**config.mk**
```make
export PLATFORM = sky130hd
export DESIGN_NAME = avc_div
export DESIGN_NICKNAME = d
export VERILOG_FILES = /design/src/hw/rtl/approach_velocity_command_unit_macros.svh /design/src/hw/rtl/avc_pkg.sv /design/src/hw/rtl/avc_div.sv
export SDC_FILE = /design/constraint.sdc
export NUM_CORES = 2
export LEC_CHECK = 0
export ABC_AREA = 1
export BUFFER_PORTS_ARGS = -buffer_cell sky130_fd_sc_hd__buf_2
export CORE_AREA = 5 5 312 314
export DETAILED_ROUTE_END_ITERATION = 10
export DIE_AREA = 0 0 317 319
export HOLD_SLACK_MARGIN = 0.12
export PLACE_DENSITY = 0.84
export SLEW_MARGIN = 20
export SYNTH_ARGS = -nofsm -noshare
export SYNTH_HDL_FRONTEND = slang
export SYNTH_SLANG_ARGS = --single-unit
```
**constraint.sdc**
```tcl
create_clock -name clock -period 2.9 [get_ports clock]
set_clock_uncertainty 0.15 [all_clocks]
set_input_delay 0.58 -clock clock [delete_from_list [all_inputs] [get_ports clock]]
set_output_delay 0.58 -clock clock [all_outputs]
set_load 0.005 [all_outputs]
```
**src/hw/rtl/approach_velocity_command_unit_macros.svh**
```systemverilog
// Assertion macros for the approach velocity command unit.
// Included by the top level; relies on signals named clock and reset at the point of use.
`ifndef APPROACH_VELOCITY_COMMAND_UNIT_MACROS_SVH
`define APPROACH_VELOCITY_COMMAND_UNIT_MACROS_SVH

// A condition that must hold at every clock edge outside reset.
`define AVC_ASSERT_COMB(label, cond, msg) \
   label: assert property (@(posedge clock) disable iff (reset) (cond)) \
      else $error(msg);

// A condition that, once seen, implies another one at the next clock edge.
`define AVC_ASSERT_NEXT(label, ante, cons, msg) \
   label: assert property (@(posedge clock) disable iff (reset) (ante) |=> (cons)) \
      else $error(msg);

`endif

```
**src/hw/rtl/avc_pkg.sv**
```systemverilog
// Shared types and constants of the approach velocity command unit.
// No dependencies; imported by every module of the block.
`timescale 1ns / 1ps

package avc_pkg;

   // Field widths.
   localparam int COORD_W = 16;
   localparam int HEAD_W  = 16;
   localparam int RATE_W  = 15;
   localparam int VMAX_W  = 13;
   localparam int WMAX_W  = 14;
   localparam int VEL_W   = 14;
   localparam int ROT_W   = 15;
   localparam int DEC_W   = 12;
   localparam int CT_W    = 8;
   localparam int CSR_W   = 12;
   localparam int CSR_IDX_W = 2;

   // Internal widths.
   localparam int AX_W     = 16;
   localparam int SQR_W    = 32;
   localparam int DSQ_W    = 33;
   localparam int RU_W     = 28;
   localparam int RPROD_W  = 44;
   localparam int ROTRAD_W = 28;
   localparam int PROD_W   = 29;
   localparam int Q_MUL_W  = 59;
   localparam int Q_W      = 23;
   localparam int R_W      = 7;
   localparam int F_MUL_W  = 25;
   localparam int FRAC_W   = 10;
   localparam int TRAD_W   = 33;
   localparam int LOOK_W   = 13;
   localparam int LTP_W    = 20;
   localparam int LKM_W    = 46;

   // Square root pipeline: one result bit per stage.
   localparam int SQ_RAD_W  = 34;
   localparam int SQ_ROOT_W = 17;
   localparam int SQ_REM_W  = 19;
   localparam int SQ_STAGES = 17;

   // Divider pipeline: one quotient bit per stage.
   localparam int DV_NUM_W  = 29;
   localparam int DV_DEN_W  = 17;
   localparam int DV_QUO_W  = 13;
   localparam int DV_REM_W  = 17;
   localparam int DV_STAGES = 13;

   // Geometry thresholds.
   localparam logic [DSQ_W-1:0]  IGNORE_DIST_SQ = 33'd32400;
   localparam logic [HEAD_W-1:0] ANGLE_TENTH_LO = 16'd1043;
   localparam logic [HEAD_W-1:0] ANGLE_TENTH_HI = 16'd64493;
   localparam logic [HEAD_W-1:0] TURN_POS_LIMIT = 16'd24576;
   localparam logic [HEAD_W-1:0] TURN_NEG_LIMIT = 16'd40960;
   localparam logic [15:0]       PI_OVER_4_Q16  = 16'd51472;

   // Reciprocals for division by constants.
   localparam logic [23:0] RECIP_1000       = 24'd8589935;
   localparam int          RECIP_1000_SHIFT = 33;
   localparam logic [29:0] RECIP_125        = 30'd549755814;
   localparam int          RECIP_125_SHIFT  = 36;
   localparam logic [17:0] RECIP_125_FRAC   = 18'd134218;
   localparam int          FRAC_SHIFT       = 14;
   localparam logic [6:0]  BRAKE_DIV        = 7'd125;

   // Register reset values.
   localparam logic [DEC_W-1:0] TRANS_DEC_RESET = 12'd768;
   localparam logic [DEC_W-1:0] ROT_DEC_RESET   = 12'd1536;
   localparam logic [CT_W-1:0]  CYCLE_RESET     = 8'd33;

   typedef enum logic [CSR_IDX_W-1:0] {
      CSR_TRANS_DEC  = 2'd0,
      CSR_ROT_DEC    = 2'd1,
      CSR_CYCLE_TIME = 2'd2
   } csr_index_type;

   // Per-transaction data that rides along the front half of the pipeline.
   typedef struct packed {
      logic [AX_W-1:0]      ax;
      logic [AX_W-1:0]      ay;
      logic                 sx;
      logic                 sy;
      logic                 near_pos;
      logic                 ign_pos;
      logic                 brake;
      logic [VMAX_W-1:0]    vmax;
      logic [WMAX_W-1:0]    wmax;
      logic                 dir_neg;
      logic                 rot_zero;
      logic [ROTRAD_W-1:0]  rot_rad;
      logic [SQ_ROOT_W-1:0] range_mm;
   } avc_side_type;

   // Data that rides along the divider.
   typedef struct packed {
      logic             sx;
      logic             sy;
      logic             move;
      logic [ROT_W-1:0] rot_vel;
   } avc_dside_type;

endpackage

```
**src/hw/rtl/avc_div.sv**
```systemverilog
// Pipelined two-lane restoring divider with a shared divisor, one quotient bit per stage.
// Depends on avc_pkg; quotients must be known to fit in DV_QUO_W bits.
`timescale 1ns / 1ps

module avc_div (
   input  logic                         clock,
   input  logic                         reset,
   input  logic                         valid_i,
   input  logic [avc_pkg::DV_NUM_W-1:0] num_x_i,
   input  logic [avc_pkg::DV_NUM_W-1:0] num_y_i,
   input  logic [avc_pkg::DV_DEN_W-1:0] den_i,
   input  avc_pkg::avc_dside_type       side_i,
   output logic                         valid_o,
   output logic [avc_pkg::DV_QUO_W-1:0] quo_x_o,
   output logic [avc_pkg::DV_QUO_W-1:0] quo_y_o,
   output avc_pkg::avc_dside_type       side_o
);
   import avc_pkg::*;

   localparam int LANES = 2;

   logic                valid_ff [DV_STAGES];
   logic [DV_DEN_W-1:0] den_ff   [DV_STAGES];
   avc_dside_type       side_ff  [DV_STAGES];
   logic [DV_REM_W-1:0] rem_ff   [DV_STAGES][LANES];
   logic [DV_QUO_W-1:0] lo_ff    [DV_STAGES][LANES];
   logic [DV_QUO_W-1:0] quo_ff   [DV_STAGES][LANES];
   logic [DV_NUM_W-1:0] num_w    [LANES];

   assign num_w[0] = num_x_i;
   assign num_w[1] = num_y_i;

   for (genvar s = 0; s < DV_STAGES; s++) begin : g_stage
      logic                valid_prev;
      logic [DV_DEN_W-1:0] den_prev;
      avc_dside_type       side_prev;

      if (s == 0) begin : g_first
         assign valid_prev = valid_i;
         assign den_prev   = den_i;
         assign side_prev  = side_i;
      end else begin : g_next
         assign valid_prev = valid_ff[s-1];
         assign den_prev   = den_ff[s-1];
         assign side_prev  = side_ff[s-1];
      end

      always_ff @(posedge clock) begin
         if (reset) begin
            valid_ff[s] <= 1'b0;
         end else begin
            valid_ff[s] <= valid_prev;
         end
      end

      always_ff @(posedge clock) begin
         den_ff[s]  <= den_prev;
         side_ff[s] <= side_prev;
      end

      for (genvar l = 0; l < LANES; l++) begin : g_lane
         logic [DV_REM_W-1:0] rem_prev;
         logic [DV_QUO_W-1:0] lo_prev;
         logic [DV_QUO_W-1:0] quo_prev;
         logic [DV_REM_W:0]   rem_cat;
         logic                ge;
         logic [DV_REM_W-1:0] rem_in;
         logic [DV_QUO_W-1:0] lo_in;
         logic [DV_QUO_W-1:0] quo_in;

         // The upper numerator bits are already below the divisor.
         if (s == 0) begin : g_first
            assign rem_prev = DV_REM_W'(num_w[l][DV_NUM_W-1:DV_QUO_W]);
            assign lo_prev  = num_w[l][DV_QUO_W-1:0];
            assign quo_prev = '0;
         end else begin : g_next
            assign rem_prev = rem_ff[s-1][l];
            assign lo_prev  = lo_ff[s-1][l];
            assign quo_prev = quo_ff[s-1][l];
         end

         // Shift in one numerator bit and subtract the divisor when it fits.
         assign rem_cat = {rem_prev, lo_prev[DV_QUO_W-1]};
         assign ge      = (rem_cat >= (DV_REM_W+1)'(den_prev));
         assign rem_in  = ge ? DV_REM_W'(rem_cat - (DV_REM_W+1)'(den_prev))
                             : DV_REM_W'(rem_cat);
         assign lo_in   = {lo_prev[DV_QUO_W-2:0], 1'b0};
         assign quo_in  = {quo_prev[DV_QUO_W-2:0], ge};

         always_ff @(posedge clock) begin
            rem_ff[s][l] <= rem_in;
            lo_ff[s][l]  <= lo_in;
            quo_ff[s][l] <= quo_in;
         end
      end
   end

   assign valid_o = valid_ff[DV_STAGES-1];
   assign quo_x_o = quo_ff[DV_STAGES-1][0];
   assign quo_y_o = quo_ff[DV_STAGES-1][1];
   assign side_o  = side_ff[DV_STAGES-1];

endmodule

```
==> qor.txt <==
Distinct cells, synth: 44
TritonCTS clock tree: built
area grow syn2layout: 11.7%
synthesized instance count: 8,196
io pins: 141
reg2reg setup slack: 170 ps
placed cells: 9,548
largest net degree at the start of global routing: 22
die area: 101,000 µm²
# clock sinks: 1,197
FMAX: 366 MHz
htree depth: 3
vias in the first global route: 48,249
multi-input logic area: 28,600 µm²
Yosys top cell area share: 40.8%
WL/cell: 16.4 µm
crit path launch: den_ff[2][0]
Max Cap Viol: 0
Fill cells: 7,847
Row Count: 113
Synth area leader: dfxtp_1
Main synth FF type: dfxtp_1
HP Class: flip-flop to flip-flop
Total Power: 75,400 µW
Yosys reg bits: 1,197
Die H: 319 µm
reg2reg path depth: 13
CP Class: flip-flop to flip-flop
layout cell share with drive strength beyond 1: 6.82%
Critical Path Fanout Max: 18
Rel. slew slack: 49.0%
Tcrit/Tclk final: 94.3%
Starting Density: 62.2%
nets: 9,056
Slew Limit Fails: 0
Detailed Route Iter0 Violations: 4,112
Worst R2R Start: den_ff[2][0]
setup TNS: 0 ps
worst reg2reg endpoint: rem_ff[9][6]
Leak: 0.0373 µW
crit start category: flip-flop
crit path time final: 2730 ps
CP required: 3350 ps
Worst Path Arrival: 3180 ps
Slew @ Worst Pin: 762 ps
VDD IR max: 0.702 mV
total CTS buffers: 113
Power Density: 1150 nW/µm²
ANT nets after route: 0
sequential area share after synthesis: 40.8%
Clk Latency, worst-skew pair: 760 ps
Final Hold Viols: 0
Synthesized Nets: 8,758
first-pass GRT wire length: 255,000 µm
dominant cells by area after synthesis: dfxtp_1 (41%), nand2_1 (20%), ha_1 (9.4%)
Register Area: 24,000 µm²
dpl hpwl: 128,000 µm
YS warnings: 0
RSZ-0062 raised after global routing: no
Pre-antenna DRT Iters: 6
Root Buffer: clkbuf_16
final wirelength: 162,000 µm
most frequent cells in the layout: nand2_1 (3,142), inv_1 (1,442), dfxtp_1 (1,197)
Port Buffers: 140
Clock transition at path regs: 70 ps
GRT overflow: 0
Post CTS Setup Buffer Count: 0
Die Wd: 317 µm
Bufs on Longest Clock Path: 3
Syn Area/Cell: 7.16 µm²
initial antenna violation count: 4
Vias: 50,567
end of the critical path: rem_ff[9][6]
outcome: finished clean
area of the core: 94,300 µm²
Netlist Area Pre-Place: 58,700 µm²
GPL Wtd Cong: 1.04
Setup violations, final: 0
Final Non-Filler Cells: 9,859
vias per cell: 5.13
async set-reset flop share out of synthesis: 0%
CP endpoint kind: flip-flop
Total GRT Usage: 31.6%
commonest non-fill, non-tap cell in the layout: nand2_1
DRC: 0
EDFF count, synth: 0
-- critical path, stage by stage, from the launching register on --
cell and delay, ps:
dfxtp_1 650, ha_1 240, inv_1 60, fa_1 400, nand2_1 90, nand2_1 100
nand3_1 90, nand2_1 100, nand2_1 110, nand2_2 80, nand2_4 200, nand2_4 190
nand2_1 110, nand2_1 60
-- report_power, final --
part           internal (µW)  leakage (µW)  total, µW  switching, µW
registers              21100        0.0101      24400           3300
logic                  12200        0.0253      35200          23000
clock network           9010       0.00195      15700           6730
total                  42300        0.0373      75400          33000
-- repair_timing --
item / CTS / global route
hold buffers: 96 / 0
gates resized for setup: 0 / 0
hold endpoints to repair: 106 / 0
-- registers in the layout, indices dropped and copies added, names as in the netlist --
| register | count |
|---|---|
| lo_ff | 156 |
| side_ff | 234 |
| valid_ff | 13 |
| den_ff | 204 |
| quo_ff | 182 |
| rem_ff | 408 |
-- per-layer routing --
layer / global-route usage, % / part of all wire, % / vias to the layer above
li1: - / - / 25631
met1: 41.1 / 42 / 22599
met2: 51.3 / 45 / 1909
met3: 5.99 / 8.0 / 426
met4: 13.7 / 5.0 / 2
met5: 0 / 0.0080 / -
-- stage by stage --
| step | area (µm²) | hold slack (ps) | worst slack [ps] | util [%] |
|---|---|---|---|---|
| after floorplan | 58700 | 160 | 789 | - |
| after global placement | 60500 | 159 | 268 | 64.2 |
| after detailed placement | 60500 | 162 | 253 | 64.2 |
| after CTS | 65600 | 134 | 256 | 69.5 |
| after global routing | 65600 | 149 | 56.4 | 69.5 |
| final | 65600 | 125 | 167 | 69.5 |
-- area by class of cell --
type	instances	area share, %
antenna	2	0.00763
clock buffer	155	4.87
sequential	1197	36.5
clock inverter	58	1.33
timing repair buffer	270	2.92
inverter	1458	8.35
tap	1265	2.41
multi-input combinational	5454	43.6
-- cells in the mapped netlist (36+ instances only) --
master and count:
inv_1 1442, buf_4 36, nand2_2 60, xor2_1 141, dfxtp_1 1197, ha_1 442
nand3_1 706, nand2_4 51, nand2_1 3142, nor2_1 305, nand4_1 52, a21oi_1 239
-- cell families after synthesis --
kind of cell,share of synthesized area [%]
compound gates,2.46
flops,40.8
fa+ha+maj,10.2
xor+xnor,2.48
buf+inv,10.5
simple gates,33.5
-- worst min-delay path by stage --
| stage | start | endpoint | slack (ps) | cells after the start |
|---|---|---|---|---|
| after floorplan | lo_ff[0][0] | lo_ff[0][25] | 160 | 0 |
| after global placement | side_ff[0][41] | side_ff[0][59] | 160 | 0 |
| after detailed placement | lo_ff[0][90] | lo_ff[1][19] | 160 | 0 |
| after CTS | lo_ff[1][33] | lo_ff[1][58] | 130 | 0 |
| after global routing | lo_ff[1][33] | lo_ff[1][58] | 150 | 0 |
| final | lo_ff[1][33] | lo_ff[1][58] | 130 | 0 |
No activity file was read; power rests on OpenSTA's default activity.
