`config.mk`:
```
export PLATFORM = sky130hd
export DESIGN_NAME = avc_isqrt
export DESIGN_NICKNAME = d
export VERILOG_FILES = /design/src/hw/rtl/approach_velocity_command_unit_macros.svh /design/src/hw/rtl/avc_pkg.sv /design/src/hw/rtl/avc_isqrt.sv
export SDC_FILE = /design/constraint.sdc
export NUM_CORES = 2
export LEC_CHECK = 0
export BUFFER_PORTS_ARGS = -buffer_cell sky130_fd_sc_hd__buf_2
export CAP_MARGIN = 20
export CORE_UTILIZATION = 60
export CTS_BUF_LIST = sky130_fd_sc_hd__clkbuf_4
export DETAILED_ROUTE_END_ITERATION = 10
export PLACE_DENSITY_LB_ADDON = 0.25
export SLEW_MARGIN = 5
export SYNTH_ARGS = -nofsm -noshare
export SYNTH_HDL_FRONTEND = slang
export SYNTH_SLANG_ARGS = --single-unit
```
`constraint.sdc`:
```
create_clock -name clock -period 5.9 [get_ports clock]
set_input_delay 0.59 -clock clock [delete_from_list [all_inputs] [get_ports clock]]
set_output_delay 0.59 -clock clock [all_outputs]
set_load 0.02 [all_outputs]
```
`src/hw/rtl/approach_velocity_command_unit_macros.svh`:
```
// Assertion macros for the approach velocity command unit.
// Included by the top level; relies on signals named clock and reset at the point of use.
`ifndef APPROACH_VELOCITY_COMMAND_UNIT_MACROS_SVH
`define APPROACH_VELOCITY_COMMAND_UNIT_MACROS_SVH

// A condition that must hold at every clock edge outside reset.
`define AVC_ASSERT_COMB(label, cond, msg) \
   label: assert property (@(posedge clock) disable iff (reset) (cond)) \
      else $error(msg);

// A condition that, once seen, implies another one at the next clock edge.
`define AVC_ASSERT_NEXT(label, ante, cons, msg) \
   label: assert property (@(posedge clock) disable iff (reset) (ante) |=> (cons)) \
      else $error(msg);

`endif

```
`src/hw/rtl/avc_pkg.sv`:
```
// Shared types and constants of the approach velocity command unit.
// No dependencies; imported by every module of the block.
`timescale 1ns / 1ps

package avc_pkg;

   // Field widths.
   localparam int COORD_W = 16;
   localparam int HEAD_W  = 16;
   localparam int RATE_W  = 15;
   localparam int VMAX_W  = 13;
   localparam int WMAX_W  = 14;
   localparam int VEL_W   = 14;
   localparam int ROT_W   = 15;
   localparam int DEC_W   = 12;
   localparam int CT_W    = 8;
   localparam int CSR_W   = 12;
   localparam int CSR_IDX_W = 2;

   // Internal widths.
   localparam int AX_W     = 16;
   localparam int SQR_W    = 32;
   localparam int DSQ_W    = 33;
   localparam int RU_W     = 28;
   localparam int RPROD_W  = 44;
   localparam int ROTRAD_W = 28;
   localparam int PROD_W   = 29;
   localparam int Q_MUL_W  = 59;
   localparam int Q_W      = 23;
   localparam int R_W      = 7;
   localparam int F_MUL_W  = 25;
   localparam int FRAC_W   = 10;
   localparam int TRAD_W   = 33;
   localparam int LOOK_W   = 13;
   localparam int LTP_W    = 20;
   localparam int LKM_W    = 46;

   // Square root pipeline: one result bit per stage.
   localparam int SQ_RAD_W  = 34;
   localparam int SQ_ROOT_W = 17;
   localparam int SQ_REM_W  = 19;
   localparam int SQ_STAGES = 17;

   // Divider pipeline: one quotient bit per stage.
   localparam int DV_NUM_W  = 29;
   localparam int DV_DEN_W  = 17;
   localparam int DV_QUO_W  = 13;
   localparam int DV_REM_W  = 17;
   localparam int DV_STAGES = 13;

   // Geometry thresholds.
   localparam logic [DSQ_W-1:0]  IGNORE_DIST_SQ = 33'd32400;
   localparam logic [HEAD_W-1:0] ANGLE_TENTH_LO = 16'd1043;
   localparam logic [HEAD_W-1:0] ANGLE_TENTH_HI = 16'd64493;
   localparam logic [HEAD_W-1:0] TURN_POS_LIMIT = 16'd24576;
   localparam logic [HEAD_W-1:0] TURN_NEG_LIMIT = 16'd40960;
   localparam logic [15:0]       PI_OVER_4_Q16  = 16'd51472;

   // Reciprocals for division by constants.
   localparam logic [23:0] RECIP_1000       = 24'd8589935;
   localparam int          RECIP_1000_SHIFT = 33;
   localparam logic [29:0] RECIP_125        = 30'd549755814;
   localparam int          RECIP_125_SHIFT  = 36;
   localparam logic [17:0] RECIP_125_FRAC   = 18'd134218;
   localparam int          FRAC_SHIFT       = 14;
   localparam logic [6:0]  BRAKE_DIV        = 7'd125;

   // Register reset values.
   localparam logic [DEC_W-1:0] TRANS_DEC_RESET = 12'd768;
   localparam logic [DEC_W-1:0] ROT_DEC_RESET   = 12'd1536;
   localparam logic [CT_W-1:0]  CYCLE_RESET     = 8'd33;

   typedef enum logic [CSR_IDX_W-1:0] {
      CSR_TRANS_DEC  = 2'd0,
      CSR_ROT_DEC    = 2'd1,
      CSR_CYCLE_TIME = 2'd2
   } csr_index_type;

   // Per-transaction data that rides along the front half of the pipeline.
   typedef struct packed {
      logic [AX_W-1:0]      ax;
      logic [AX_W-1:0]      ay;
      logic                 sx;
      logic                 sy;
      logic                 near_pos;
      logic                 ign_pos;
      logic                 brake;
      logic [VMAX_W-1:0]    vmax;
      logic [WMAX_W-1:0]    wmax;
      logic                 dir_neg;
      logic                 rot_zero;
      logic [ROTRAD_W-1:0]  rot_rad;
      logic [SQ_ROOT_W-1:0] range_mm;
   } avc_side_type;

   // Data that rides along the divider.
   typedef struct packed {
      logic             sx;
      logic             sy;
      logic             move;
      logic [ROT_W-1:0] rot_vel;
   } avc_dside_type;

endpackage

```
`src/hw/rtl/avc_isqrt.sv`:
```
// Pipelined integer square root, one result bit per stage.
// Depends on avc_pkg for widths and the side data type.
`timescale 1ns / 1ps

module avc_isqrt (
   input  logic                          clock,
   input  logic                          reset,
   input  logic                          valid_i,
   input  logic [avc_pkg::SQ_RAD_W-1:0]  rad_i,
   input  avc_pkg::avc_side_type         side_i,
   output logic                          valid_o,
   output logic [avc_pkg::SQ_ROOT_W-1:0] root_o,
   output avc_pkg::avc_side_type         side_o
);
   import avc_pkg::*;

   logic                 valid_ff [SQ_STAGES];
   logic [SQ_RAD_W-1:0]  rad_ff   [SQ_STAGES];
   logic [SQ_REM_W-1:0]  rem_ff   [SQ_STAGES];
   logic [SQ_ROOT_W-1:0] root_ff  [SQ_STAGES];
   avc_side_type         side_ff  [SQ_STAGES];

   for (genvar s = 0; s < SQ_STAGES; s++) begin : g_stage
      logic                 valid_prev;
      logic [SQ_RAD_W-1:0]  rad_prev;
      logic [SQ_REM_W-1:0]  rem_prev;
      logic [SQ_ROOT_W-1:0] root_prev;
      avc_side_type         side_prev;
      logic [SQ_REM_W+1:0]  rem_cat;
      logic [SQ_REM_W+1:0]  trial;
      logic                 ge;
      logic [SQ_REM_W-1:0]  rem_in;
      logic [SQ_ROOT_W-1:0] root_in;
      logic [SQ_RAD_W-1:0]  rad_in;

      // The first stage starts from the new transaction with an empty root.
      if (s == 0) begin : g_first
         assign valid_prev = valid_i;
         assign rad_prev   = rad_i;
         assign rem_prev   = '0;
         assign root_prev  = '0;
         assign side_prev  = side_i;
      end else begin : g_next
         assign valid_prev = valid_ff[s-1];
         assign rad_prev   = rad_ff[s-1];
         assign rem_prev   = rem_ff[s-1];
         assign root_prev  = root_ff[s-1];
         assign side_prev  = side_ff[s-1];
      end

      // Bring down two radicand bits and try the next root bit.
      assign rem_cat = {rem_prev, rad_prev[SQ_RAD_W-1 -: 2]};
      assign trial   = {{(SQ_REM_W-SQ_ROOT_W){1'b0}}, root_prev, 2'b01};
      assign ge      = (rem_cat >= trial);
      assign rem_in  = ge ? SQ_REM_W'(rem_cat - trial) : SQ_REM_W'(rem_cat);
      assign root_in = {root_prev[SQ_ROOT_W-2:0], ge};
      assign rad_in  = {rad_prev[SQ_RAD_W-3:0], 2'b00};

      always_ff @(posedge clock) begin
         if (reset) begin
            valid_ff[s] <= 1'b0;
         end else begin
            valid_ff[s] <= valid_prev;
         end
      end

      always_ff @(posedge clock) begin
         rad_ff[s]  <= rad_in;
         rem_ff[s]  <= rem_in;
         root_ff[s] <= root_in;
         side_ff[s] <= side_prev;
      end
   end

   assign valid_o = valid_ff[SQ_STAGES-1];
   assign root_o  = root_ff[SQ_STAGES-1];
   assign side_o  = side_ff[SQ_STAGES-1];

endmodule

```
==> Flow_metrics.wiki <==
{| class="wikitable"
! Metric !! Value
|-
| Pin count of the biggest net entering global routing || 28
|-
| Average cell area after synthesis || 14.59 µm²
|-
| Final-layout setup total negative slack || 0 ns
|-
| Effective utilization at floorplan || 60.89%
|-
| Post-detailed-route count of antenna-violating nets || 0
|-
| Capture point of the worst path || rem_ff[0][237]
|-
| Post-CTS Repair Setup Buffers || 0
|-
| Crit. path cell count || 9
|-
| Sequence of cells on the critical path || inv_1 > ha_1 > or3_1 > o22ai_1 > o211ai_1 > a21oi_1 > o21ai_1 > or3_1 > mux2_1
|-
| Placed Area || 0.06642 mm²
|-
| Number of global-route vias before repair || ~36000
|-
| Data required, critical path || a little under 7 ns
|-
| Later-pin clock latency in the skew report || 1.21 ns
|-
| Overall track demand over capacity in global routing || about a fifth
|-
| Fillers || roughly 6300
|-
| Via total after detailed routing || around 33000
|-
| Number of enable flip-flop cells after synthesis || 0
|-
| Share of final-layout standard cells stronger than drive strength 1 || approximately a fifth
|-
| Total CTS buffers || roughly 600
|-
| # IOs || between 200 and 300
|-
| Iteration-0 DRC count of the detailed router || 1223
|-
| Sequential cell area || ~0.052 mm²
|-
| Launch point of the critical path || root_ff[1][53]
|-
| Highest achievable clock rate || around 0.31 GHz
|-
| Layout overhead on the synthesized area || 21.08%
|-
| Critical path endpoint category || flip-flop
|-
| Cts repair resizes || 0
|-
| TritonRoute pass-1 iters || 5
|-
| Total grt overflow || 0
|-
| Setup crit start kind || flip-flop
|-
| Clk sink count || 2611
|-
| TritonCTS clock tree || built
|-
| Total of endpoints with negative setup slack in the final report || 0
|-
| Hold WC Path Type || in -> reg
|-
| Power Dens Cells || between 400 and 500 mW/mm²
|-
| Static power due to leakage || approximately 35 nW
|-
| Reg-to-reg slack, setup || around 2.7 ns
|-
| Via-to-Cell Ratio || about 4.5
|-
| Setup CP Type || reg -> reg
|-
| Master of the slowest instance on the critical path || sky130_fd_sc_hd__or3_1
|-
| Std-Cell Core Area || about 0.10 mm²
|-
| Register area share after synthesis || between 80 and 90%
|-
| Total of max-cap violations || 0
|-
| DRC Markers || 0
|-
| Relative slew margins || roughly 46%
|-
| Reg2reg start || root_ff[1][53]
|-
| Gate count after technology mapping || 4344
|-
| Hold violation count in the final report || 0
|-
| Reg2reg path depth || 9
|-
| Dpl hpwl || approximately 50000 µm
|-
| Shortest period the worst path allows || 3.193 ns
|-
| Wire length of the first global-routing pass || between 150000 and 200000 µm
|-
| Largest voltage drop on the vdd net || around 320 µV
|-
| Largest delay share family, worst path || simple AND/OR/NAND/NOR gates
|-
| Clock transition at the registers of the reported paths || 0.06 ns
|-
| Final standard cell area without fillers || roughly 0.077 mm²
|-
| Warnings from Yosys || 0
|-
| Number of pins exceeding their max-slew limit in the final report || 0
|-
| Endpoint arrival time on the critical path || roughly 4.2 ns
|-
| Die Wd || ~330 µm
|-
| Average wire per standard cell || around 14 µm
|-
| Number of H-tree levels || 6
|-
| Delay of the slowest critical-path stage || between 0.7 and 0.8 ns
|-
| Final wirelength || between 100000 and 150000 µm
|-
| Endpoint of the most critical register-to-register path || rem_ff[0][237]
|-
| Flip-flop and latch count after synthesis || approximately 2600
|-
| Initial antenna violation count || 7
|-
| Overall power of the completed layout || approximately 36 mW
|-
| Buffer cell driving the clock tree root || sky130_fd_sc_hd__clkbuf_4
|-
| Main synth FF type || sky130_fd_sc_hd__dfxtp_1
|-
| Portion of the clock cycle consumed by the worst path in the final layout || 54.12%
|-
| Vertical die dimension || roughly 330 µm
|-
| Netlist area before placement || about 0.063 mm²
|-
| Async set-reset flop share out of synthesis || 0%
|-
| Weighted congestion at the end of routability-driven global placement || between 0.9 and 1
|-
| Library cell appearing most often on the critical path || sky130_fd_sc_hd__or3_1
|-
| Number of buffers on the longest clock path || 4
|-
| Count of input and output buffers || 276
|-
| RSZ-0062 raised after global routing || false
|-
| Syn Nets || ~4700
|-
| Largest fanout on the critical path || 26
|-
| Tightest Pin Transition || approximately 0.81 ns
|-
| Standard-cell row count || about 120
|-
| Count of buffer and inverter cells on the critical path || 1
|-
| Result of the run || completed
|-
| Synth unique cells || 74
|-
| Layout Skew || 0.1045 ns
|-
| Final net count || roughly 5800
|-
| Area occupied by multi-input gates || a little over 0.01 mm²
|-
| Die area || between 0.1 and 0.15 mm²
|}
## synth_stat cells (all sizes together) (5+ instances only)
master,number,area [µm²]
clkbuf,25,93.84
nand3,40,205.2
o31ai,6,45.04
or3,28,175.2
dfxtp,2611,52270
xor2,83,727.0
nand4,23,143.9
a31oi,12,75.07
ha,171,2140
nand3b,12,90.09
o21bai,6,45.04
and2,7,43.79
nor4b,6,52.55
o21ai,116,580.6
a21oi,156,780.8
mux2,28,315.3
a211oi,9,80.08
o211ai,6,45.04
nand4b,5,43.79
and3,5,31.28
mux2i,8,80.08
a21boi,8,60.06
nor4,27,168.9
nor2b,47,296.5
a21o,28,210.2
nand2,147,551.8
o22ai,7,43.79
nand2b,41,256.5
nor2,182,683.2
or4,13,101.4
or2,8,50.05
nor3,51,255.2
inv,205,769.5
o21a,32,240.2
xnor2,135,1182
## power by group
part	switching (mW)	internal [mW]
sequential	0.717	19.1
clock	6.65	7.35
combinational	1.17	1.17
## worst min path at each step
| stage | slack, ns | cells after the start | from | end |
|---|---|---|---|---|
| finish | 0.14 | 2 | side_i[99] | side_ff[0][99] |
| global route | 0.006 | 2 | side_i[99] | side_ff[0][99] |
| CTS | 0.0002 | 2 | side_i[79] | side_ff[0][79] |
| detailed placement | 0.31 | 0 | rad_ff[0][89] | rad_ff[0][123] |
| global placement | 0.31 | 0 | side_ff[1][548] | side_ff[1][659] |
| floorplan | 0.31 | 0 | rad_ff[0][68] | rad_ff[0][102] |
## flip-flops by register name, indices dropped and copies added (netlist names)
signal / count
rem_ff: 282
rad_ff: 272
valid_ff: 17
side_ff: 1887
root_ff: 153
## what timing repair did
item                       CTS  global route
hold buffers               285             0
hold endpoints to repair   163             0
setup endpoints to repair    0             0
## cell families after synthesis
family,count (synthesis),synth area share (%)
other,1,0.005917
AND/OR/NAND/NOR,655,5.149
AO/OA/AOI/OAI,418,3.962
multiplexers,36,0.6239
XOR/XNOR,218,3.013
flip-flops,2611,82.48
buffers and inverters,234,1.394
adder cells (fa/ha/maj),171,3.376
## placed cells by master, fill, tap and decap left out, types with 8 or more instances in the layout
cell type	count
sky130_fd_sc_hd__or4_1	12
sky130_fd_sc_hd__buf_2	276
sky130_fd_sc_hd__inv_2	15
sky130_fd_sc_hd__nand2b_1	41
sky130_fd_sc_hd__mux2_1	22
sky130_fd_sc_hd__nor4_1	27
sky130_fd_sc_hd__nand2_1	147
sky130_fd_sc_hd__xnor2_1	135
sky130_fd_sc_hd__a21o_1	28
sky130_fd_sc_hd__inv_1	197
sky130_fd_sc_hd__mux2i_1	8
sky130_fd_sc_hd__or3_1	28
sky130_fd_sc_hd__xor2_1	83
sky130_fd_sc_hd__a211oi_1	8
sky130_fd_sc_hd__nand3_1	39
sky130_fd_sc_hd__nand4_1	23
sky130_fd_sc_hd__o21ai_1	63
sky130_fd_sc_hd__a31oi_1	11
sky130_fd_sc_hd__nor3_1	51
sky130_fd_sc_hd__ha_1	171
sky130_fd_sc_hd__clkinv_2	8
sky130_fd_sc_hd__dfxtp_1	2611
sky130_fd_sc_hd__dlygate4sd3_1	285
sky130_fd_sc_hd__clkbuf_4	880
sky130_fd_sc_hd__nand3b_1	12
sky130_fd_sc_hd__nor2_1	182
sky130_fd_sc_hd__o21ai_0	53
sky130_fd_sc_hd__nor2b_1	46
sky130_fd_sc_hd__clkinv_4	9
sky130_fd_sc_hd__bufinv_16	12
sky130_fd_sc_hd__o21a_1	32
sky130_fd_sc_hd__clkinv_1	55
sky130_fd_sc_hd__a21oi_1	156
## per-layer routing
layer / track usage, % / routed length (µm) / vias to the layer above
li1: - / - / 16720
met1: 18.38 / 37980 / 15170
met2: 37.31 / 58460 / 734
met3: 5.577 / 4414 / 292
met4: 10.60 / 3560 / 0
met5: 0 / 0 / -
## through the flow
stage | hold slack [ns] | setup WS, ns | utilization, % | instances
floorplan | 0.3096 | 3.263 | - | 4344
global placement | 0.3095 | 2.747 | 63.81 | 5976
detailed placement | 0.3121 | 2.723 | 63.81 | 5976
CTS | 0.0001891 | 2.694 | 73.70 | 7247
global route | 0.005942 | 2.427 | 73.72 | 7252
finish | 0.1445 | 2.707 | 73.72 | 7254
## layout make-up
cell class	count	area share (%)
Tap cell	1380	2.250
Timing Repair Buffer	566	5.567
Clock inverter	106	1.091
Antenna cell	7	0.02283
Clock buffer	880	8.609
Multi-Input combinational cell	1499	13.34
Inverter	205	1.003
Sequential cell	2611	68.12
Power figures use the tool's default switching activity.
